===== config.mk =====
export PLATFORM = sky130hd
export DESIGN_NAME = mbt_engine
export DESIGN_NICKNAME = d
export VERILOG_FILES = /design/src/hdl/mbt_pkg.sv /design/src/hdl/mbt_engine.sv
export SDC_FILE = /design/constraint.sdc
export NUM_CORES = 1
export LEC_CHECK = 0
export BUFFER_PORTS_ARGS = -buffer_cell sky130_fd_sc_hd__buf_2
export CORE_ASPECT_RATIO = 2
export CORE_UTILIZATION = 43
export DETAILED_ROUTE_END_ITERATION = 8
export PLACE_DENSITY_LB_ADDON = 0.2
export SLEW_MARGIN = 15
export SYNTH_ARGS = -nofsm -noshare
export SYNTH_HDL_FRONTEND = slang
export SYNTH_SLANG_ARGS = --single-unit

===== constraint.sdc =====
create_clock -name clk -period 8 [get_ports clk]
set_clock_uncertainty 0.1 [all_clocks]
set_input_delay 1.6 -clock clk [delete_from_list [all_inputs] [get_ports clk]]
set_output_delay 1.6 -clock clk [all_outputs]
set_load 0.02 [all_outputs]

===== src/hdl/mbt_pkg.sv =====
// ============================================================================
// mbt_pkg
// Shared types, constants and helpers for the multibit trie prefix lookup.
// ============================================================================
package mbt_pkg;

    // Trie geometry
    localparam int STRIDE    = 8;
    localparam int NODES     = 256;
    localparam int FANOUT    = 1 << STRIDE;
    localparam int LEVELS    = 32 / STRIDE;
    localparam int CHILD_W   = (NODES > 1) ? $clog2(NODES) : 1;
    localparam int FREE_W    = $clog2(NODES + 1);
    localparam int DEPTH_W   = $clog2(LEVELS + 1);
    localparam int ADDR_W    = CHILD_W + STRIDE;
    localparam int MEM_DEPTH = NODES * FANOUT;

    // Stream widths
    localparam int IN_DATA_W  = 72;
    localparam int OUT_DATA_W = 40;

    typedef enum logic
    {
        OP_INSERT = 1'b0,
        OP_LOOKUP = 1'b1
    } op_t;

    typedef enum logic [1:0]
    {
        STAT_OK        = 2'd0,
        STAT_BAD_LEN   = 2'd1,
        STAT_POOL_FULL = 2'd2
    } status_t;

    typedef enum logic [2:0]
    {
        S_CLEAR,
        S_IDLE,
        S_READ,
        S_EVAL,
        S_DONE
    } eng_state_t;

    // One node pool entry
    typedef struct packed
    {
        logic               valid;
        logic [31:0]        hop;
        logic [CHILD_W-1:0] child;
    } entry_t;

    // Single-port request into the node pool
    typedef struct packed
    {
        logic              wr_en;
        logic              rd_en;
        logic [ADDR_W-1:0] addr;
        entry_t            wdata;
    } ram_req_t;

    typedef struct packed
    {
        op_t         opcode;
        logic [31:0] address;
        logic [5:0]  prefix_len;
        logic [31:0] hop_in;
    } cmd_t;

    typedef struct packed
    {
        logic        hit;
        logic [31:0] hop_out;
        status_t     status;
    } res_t;

    // Map a prefix length to its trie depth; zero marks a bad length
    function automatic logic [DEPTH_W-1:0] len_depth(input logic [5:0] len);
        logic [DEPTH_W-1:0] depth;
        depth = '0;
        for (int d = 1; d <= LEVELS; d++)
        begin
            if (len == 6'(d * STRIDE))
            begin
                depth = DEPTH_W'(d);
            end
        end
        return depth;
    endfunction

endpackage


===== src/hdl/mbt_engine.sv =====
// ============================================================================
// mbt_engine
// Sequencer that walks the trie one level per read, allocates nodes on
// insert and tracks the deepest valid hop on lookup.
// ============================================================================
module mbt_engine
    import mbt_pkg::*;
(
    input  logic     clk,
    input  logic     rst_n,
    input  logic     cmd_valid,
    input  cmd_t     cmd,
    output logic     cmd_ready,
    output logic     res_valid,
    output res_t     res,
    input  logic     res_ready,
    output ram_req_t ram_req,
    input  entry_t   ram_rdata
);

    eng_state_t          state_reg, state_next;
    logic [ADDR_W-1:0]   clr_reg, clr_next;
    logic [FREE_W-1:0]   free_reg, free_next;
    op_t                 op_reg, op_next;
    logic [31:0]         addr_reg, addr_next;
    logic [DEPTH_W-1:0]  depth_reg, depth_next;
    logic [DEPTH_W-1:0]  level_reg, level_next;
    logic [CHILD_W-1:0]  node_reg, node_next;
    logic [31:0]         hop_in_reg, hop_in_next;
    logic                hit_reg, hit_next;
    logic [31:0]         hop_out_reg, hop_out_next;
    status_t             status_reg, status_next;

    logic [DEPTH_W-1:0]  cmd_depth;
    logic [ADDR_W-1:0]   walk_addr;
    logic [FREE_W:0]     need_total;

    assign cmd_depth = len_depth(cmd.prefix_len);
    assign walk_addr = {node_reg, addr_reg[31 -: STRIDE]};
    assign need_total = {1'b0, free_reg}
                      + (FREE_W + 1)'(depth_reg - level_reg - DEPTH_W'(1));

    // Hold control state
    always_ff @(posedge clk or negedge rst_n)
    begin
        if (!rst_n)
        begin
            state_reg <= S_CLEAR;
            clr_reg   <= '0;
            free_reg  <= FREE_W'(1);
        end
        else
        begin
            state_reg <= state_next;
            clr_reg   <= clr_next;
            free_reg  <= free_next;
        end
    end

    // Hold the working item
    always_ff @(posedge clk)
    begin
        op_reg      <= op_next;
        addr_reg    <= addr_next;
        depth_reg   <= depth_next;
        level_reg   <= level_next;
        node_reg    <= node_next;
        hop_in_reg  <= hop_in_next;
        hit_reg     <= hit_next;
        hop_out_reg <= hop_out_next;
        status_reg  <= status_next;
    end

    // Sequence the walk
    always_comb
    begin
        state_next   = state_reg;
        clr_next     = clr_reg;
        free_next    = free_reg;
        op_next      = op_reg;
        addr_next    = addr_reg;
        depth_next   = depth_reg;
        level_next   = level_reg;
        node_next    = node_reg;
        hop_in_next  = hop_in_reg;
        hit_next     = hit_reg;
        hop_out_next = hop_out_reg;
        status_next  = status_reg;

        cmd_ready     = 1'b0;
        res_valid     = 1'b0;
        ram_req.wr_en = 1'b0;
        ram_req.rd_en = 1'b0;
        ram_req.addr  = walk_addr;
        ram_req.wdata = '0;

        case (state_reg)
            S_CLEAR:
            begin
                // Sweep the pool to empty entries
                ram_req.wr_en = 1'b1;
                ram_req.addr  = clr_reg;
                clr_next      = clr_reg + ADDR_W'(1);
                if (clr_reg == ADDR_W'(MEM_DEPTH - 1))
                begin
                    state_next = S_IDLE;
                end
            end

            S_IDLE:
            begin
                cmd_ready = 1'b1;
                if (cmd_valid)
                begin
                    op_next      = cmd.opcode;
                    addr_next    = cmd.address;
                    depth_next   = cmd_depth;
                    level_next   = '0;
                    node_next    = '0;
                    hop_in_next  = cmd.hop_in;
                    hit_next     = 1'b0;
                    hop_out_next = '0;
                    status_next  = STAT_OK;
                    if (cmd.opcode == OP_INSERT && cmd_depth == '0)
                    begin
                        status_next = STAT_BAD_LEN;
                        state_next  = S_DONE;
                    end
                    else
                    begin
                        state_next = S_READ;
                    end
                end
            end

            S_READ:
            begin
                ram_req.rd_en = 1'b1;
                state_next    = S_EVAL;
            end

            S_EVAL:
            begin
                if (op_reg == OP_LOOKUP)
                begin
                    // Keep the deepest valid hop, stop at a leaf
                    if (ram_rdata.valid)
                    begin
                        hit_next     = 1'b1;
                        hop_out_next = ram_rdata.hop;
                    end
                    if (ram_rdata.child == '0 || level_reg == DEPTH_W'(LEVELS - 1))
                    begin
                        state_next = S_DONE;
                    end
                    else
                    begin
                        node_next  = ram_rdata.child;
                        level_next = level_reg + DEPTH_W'(1);
                        addr_next  = addr_reg << STRIDE;
                        state_next = S_READ;
                    end
                end
                else if (level_reg + DEPTH_W'(1) == depth_reg)
                begin
                    // Store the hop, keep the existing child link
                    ram_req.wr_en       = 1'b1;
                    ram_req.wdata.valid = 1'b1;
                    ram_req.wdata.hop   = hop_in_reg;
                    ram_req.wdata.child = ram_rdata.child;
                    state_next          = S_DONE;
                end
                else if (ram_rdata.child != '0)
                begin
                    node_next  = ram_rdata.child;
                    level_next = level_reg + DEPTH_W'(1);
                    addr_next  = addr_reg << STRIDE;
                    state_next = S_READ;
                end
                else if (need_total > (FREE_W + 1)'(NODES))
                begin
                    status_next = STAT_POOL_FULL;
                    state_next  = S_DONE;
                end
                else
                begin
                    // Allocate the next free node and link it
                    ram_req.wr_en       = 1'b1;
                    ram_req.wdata.valid = ram_rdata.valid;
                    ram_req.wdata.hop   = ram_rdata.hop;
                    ram_req.wdata.child = free_reg[CHILD_W-1:0];
                    node_next           = free_reg[CHILD_W-1:0];
                    free_next           = free_reg + FREE_W'(1);
                    level_next          = level_reg + DEPTH_W'(1);
                    addr_next           = addr_reg << STRIDE;
                    state_next          = S_READ;
                end
            end

            S_DONE:
            begin
                res_valid = 1'b1;
                if (res_ready)
                begin
                    state_next = S_IDLE;
                end
            end

            default:
            begin
                state_next = S_IDLE;
            end
        endcase
    end

    assign res.hit     = hit_reg;
    assign res.hop_out = hop_out_reg;
    assign res.status  = status_reg;

endmodule


After elaboration in Yosys (flattened, before gate mapping) --
Index checks and enable logic that the tools add are counted.
Storage, ports and cells: flip-flop bits (word level) 142, bits of input ports 116, output and inout bits 96, logic and storage cells 124
Operators by class: add/subtract/negate cells 6, magnitude comparators 1, eq/ne operators 23, multiplexer cells 64, bitwise operators 5, reduce and logical (&&, ||, !) cells 13
Operators by type and width (count):
- $mux 32 | 9
- $mux 41 | 5
- $pmux 32 s2 | 2
- $mux 3 | 16
- $mux 8 | 6
- $ne 2x2->1 const B | 9
- $add 16x1->16 const B | 1
- $eq 16x16->1 const B | 1
- $mux 16 | 1
- $pmux 8 s2 | 1
- $pmux 3 s5 | 1
- $mux 2 | 7
- $eq 6x5->1 const B | 2
- $mux 1 | 12
- $add 9x10->10 | 1
- $gt 10x9->1 const B | 1
- $reduce_and 5->1 | 2
- $add 9x1->9 const B | 1
- $eq 3x2->1 const B | 3
- $logic_not 8->1 | 1
- $reduce_bool 8->1 | 1
- $eq 6x4->1 const B | 1
- $eq 6x6->1 const B | 1
- $logic_not 3->1 | 2
- 19 further kinds | 25

Logic depth before layout (Yosys ltp) --
depth after elaboration 10, mapped depth 15, gate-level depth less buffers 14

Worst setup path after synthesis --
Ideal clock, no wire load.
kind register to register, start point register level_reg[0], end point register addr_reg[0] (enable), library setup time 522 ps, data arrival time 6731 ps, data required time 7378 ps, slack 647 ps, cell stages (with the launch flop) 14, path buffers 1, period minus slack after synthesis 7353 ps, cells stage by stage edfxtp_1 ha_1 fa_1 ha_1 a22oi_1 inv_1 ha_1 a2111oi_2 o21ai_1 mux2_2 nand3b_1 o211ai_2 clkbuf_1 a311oi_1
Between the ends: longest elaborated chain between the ends 6
RTL lines:
- start: declaration | RTL line mbt_engine.sv:27 | logic [DEPTH_W-1:0] level_reg, level_next;
- start signal: assignment | RTL line mbt_engine.sv:66 | level_reg <= level_next;
- $sub 3x3->4 | RTL line mbt_engine.sv:41 | + (FREE_W + 1)'(depth_reg - level_reg - DEPTH_W'(1));
- $sub 4x2->5 | RTL line mbt_engine.sv:41
- $add 9x10->10 | RTL line mbt_engine.sv:41
- $gt 10x9->1 | RTL line mbt_engine.sv:180 | else if (need_total > (FREE_W + 1)'(NODES))
- $ne 4x4->1 (no line)
- $reduce_and 5->1 (no line) (*)
- end signal: assignment | RTL line mbt_engine.sv:64 | addr_reg <= addr_next;
- end: declaration | RTL line mbt_engine.sv:25 | logic [31:0] addr_reg, addr_next;
Every way passes the cells marked *; elsewhere a longest branch is shown, timed or not. A chain may end at the register's enable or synchronous reset.

==> summary.md <==
| Metric | Value |
|---|---|
| Status | complete, no violations |
| Ant diodes | 0 |
| Crit path DAT | 5.13 ns |
| Drt initial violations | between 200 and 250 |
| Die H | 181 um |
| Register area share after synthesis | 0.600 |
| Pin count of the biggest net entering global routing | 45 |
| Port bufs | 211 |
| Synthesized area | 6880 um2 |
| CTS HTree Levels | 4 |
| Post-synth top area share | 0.498 |
| Power density over the cells | ~380 nW/um2 |
| Hold WC Path Type | reg2reg |
| Post-route ant nets | 0 |
| Commonest non-fill, non-tap cell in the layout | buf_2 |
| Final setup TNS | 0 ns |
| CTS Hold Bufs | 0 |
| TritonCTS clock tree | yes |
| Final-report setup violation count | 0 |
| Mean routed wirelength per cell | around 16 um |
| Remaining DRCs | 0 |
| Gp weighted congestion | between 0.9 and 1 |
| Tcrit/Tclk final | 0.854 |
| CTS Buf Count | 17 |
| Max VDD drop | 0.000188 V |
| Crit path launch type | flip-flop |
| Syn_nets | approximately 760 |
| Top Family by Delay on Critical Path | compound AO/OA/AOI/OAI gates |
| Design area | 8710 um2 |
| Slew @ Worst Pin | 0.983 ns |
| Distinct cells, synth | 54 |
| Total Nets Final | 965 |
| CTS clk-pin slew, worst paths | 0.06 ns |
| Hold Vio Cnt, Final | 0 |
| Post-cts resize count | 0 |
| Largest cells by area after synthesis | edfxtp_1 (50%), dfrtp_1 (9.8%), nand2_1 (8.5%), ha_1 (3.3%), mux2_2 (2.9%) |
| Max Transition Viols Final | 0 |
| Worst Path Max Fanout | 32 |
| Syn_area_per_cell | about 11 um2 |
| Tmin final | 6.83 ns |
| Detailed Route WL | 16400 um |
| Most frequent cells in the layout | buf_2 (211), nand2_1 (156), edfxtp_1 (114) |
| Initial Utilization | 0.438 |
| CTS Root Cell | clkbuf_16 |
| Mapped Cells | a little over 600 |
| Worst Setup End Kind | output pin |
| Vias in the first global route | 5419 |
| Most common cell on crit path | ha_1 |
| CP max stage cell | or4_4 |
| Max_slew headroom | 0.344 |
| Die Width | 91.4 um |
| Gr usage total | 0.208 |
| Critical path, cell by cell | ha_1, fa_1, ha_1, a22oi_1, inv_1, ha_1, a2111oi_2, o21ai_1, a31oi_1, xnor2_1, o211ai_2, or4_4, o21ai_0, buf_2 |
| Post-synthesis register bit count | 142 |
| Post-layout util | 0.555 |
| Leak pwr | just over 0.004 uW |
| CP max stage delay | 0.77 ns |
| Initial antenna violation count | 0 |
| Row cnt | 65 |
| Worst Path Required | 6.30 ns |
| Layout cells sized above 1 | 0.331 |
| First-pass GRT wire length | 26200 um |
| DRT Pass-1 Iters | 4 |
| Post-placement cell area | approximately 8100 um2 |
| Yosys Warn Count | 0 |
| Number of synthesized flops with an enable pin | 114 |
| Max Buffers Root-to-Sink | 2 |
| CTS sink cnt | roughly 140 |
| F_max | 146 MHz |
| Area delta synth->final | 26.7% |
| Post-CTS Setup Inserts | 0 |
| Remaining global-route overflow | 0 |
| Worst hold margin | roughly 0.38 ns |
| Via count | 5384 |
| Top FF cell, synth | edfxtp_1 |
| Boundary Pins | 212 |
| Post-synth ARST share | 0.197 |
| Drt via density | 5.16 |
| Unrepaired setup endpoints after global routing | false |
| Maxcap violations | 0 |
| Clock latency at the later pin of the worst-skew pair | 0.41 ns |
| WS Path Type | reg2out |
| Die ar. | 16500 um2 |
| Core footprint | 15700 um2 |
| Post-detail-place hpwl | 12200 um |
| Cell taking the most area after synthesis | edfxtp_1 |
| WP buf/inv | 2 |
==> cells in the mapped netlist, types with 3 or more instances <==
cell	n
nand2b_1	3
nor3b_1	5
a211oi_1	3
nor4_1	4
clkbuf_1	22
nor3_1	11
o21ai_1	32
edfxtp_1	114
inv_1	43
o21ai_0	12
buf_6	3
mux2_2	18
xnor2_1	14
nand2_1	156
a21o_1	3
a21oi_1	7
a22o_1	17
and2_1	16
nor2_1	15
ha_1	18
and3_1	7
dfrtp_1	27
xor2_1	18
nand3_1	15
==> final timing paths <==
path | from | to | slack (ns) | cells past startpoint
max in group asynchronous | rst_n | free_reg[6]$_DFFE_PN0P_ | 6.24 | 1
hold / removal | clr_reg[15]$_DFFE_PN0P_ | clr_reg[15]$_DFFE_PN0P_ | 0.38 | 1
setup / recovery | level_reg[0]$_SDFFCE_PN0P_ | ram_req[8] | 1.17 | 14
setup reg to reg | level_reg[0]$_SDFFCE_PN0P_ | addr_reg[17]$_DFFE_PP_ | 2.95 | 13
min in group asynchronous | rst_n | clr_reg[4]$_DFFE_PN0P_ | 1.12 | 1
hold reg to reg | clr_reg[15]$_DFFE_PN0P_ | clr_reg[15]$_DFFE_PN0P_ | 0.38 | 1
==> metal layers <==
metal,part of all wire,global-route usage
met1,0.36,0.213
met2,0.55,0.383
met3,0.048,0.0408
met4,0.041,0.120
met5,0,0
==> cell type report <==
type | count | area [um2]
inverters | 44 | 165
flip-flops and latches | 142 | 4130
repair buffers | 217 | 1100
fillers | 1388 | 6980
multi-input cells | 407 | 2490
well taps | 201 | 251
clock inverters | 12 | 146
clock buffers | 20 | 437
==> report_power, final <==
part,switching [uW],internal [uW],total (uW)
sequential,95.2,1130,1230
clock,288,487,775
combinational,854,460,1310
==> metrics by stage <==
step                      instances  setup slack, ns  power, uW
final                          1043             1.17       3310
after CTS                      1043             1.22       3350
after global routing           1043            0.873       3520
after detailed placement       1011             1.68       2560
after floorplan                 620            0.647       2170
after global placement         1011             1.89       2510
==> logic make-up after synthesis <==
family	count (synthesis)	synth area share
xor+xnor	32	0.0408
fa+ha+maj	20	0.0386
compound gates	93	0.0904
buf+inv	71	0.0426
mux	18	0.0295
simple gates	244	0.158
flops	142	0.600
(Power assumes the default switching activity.)
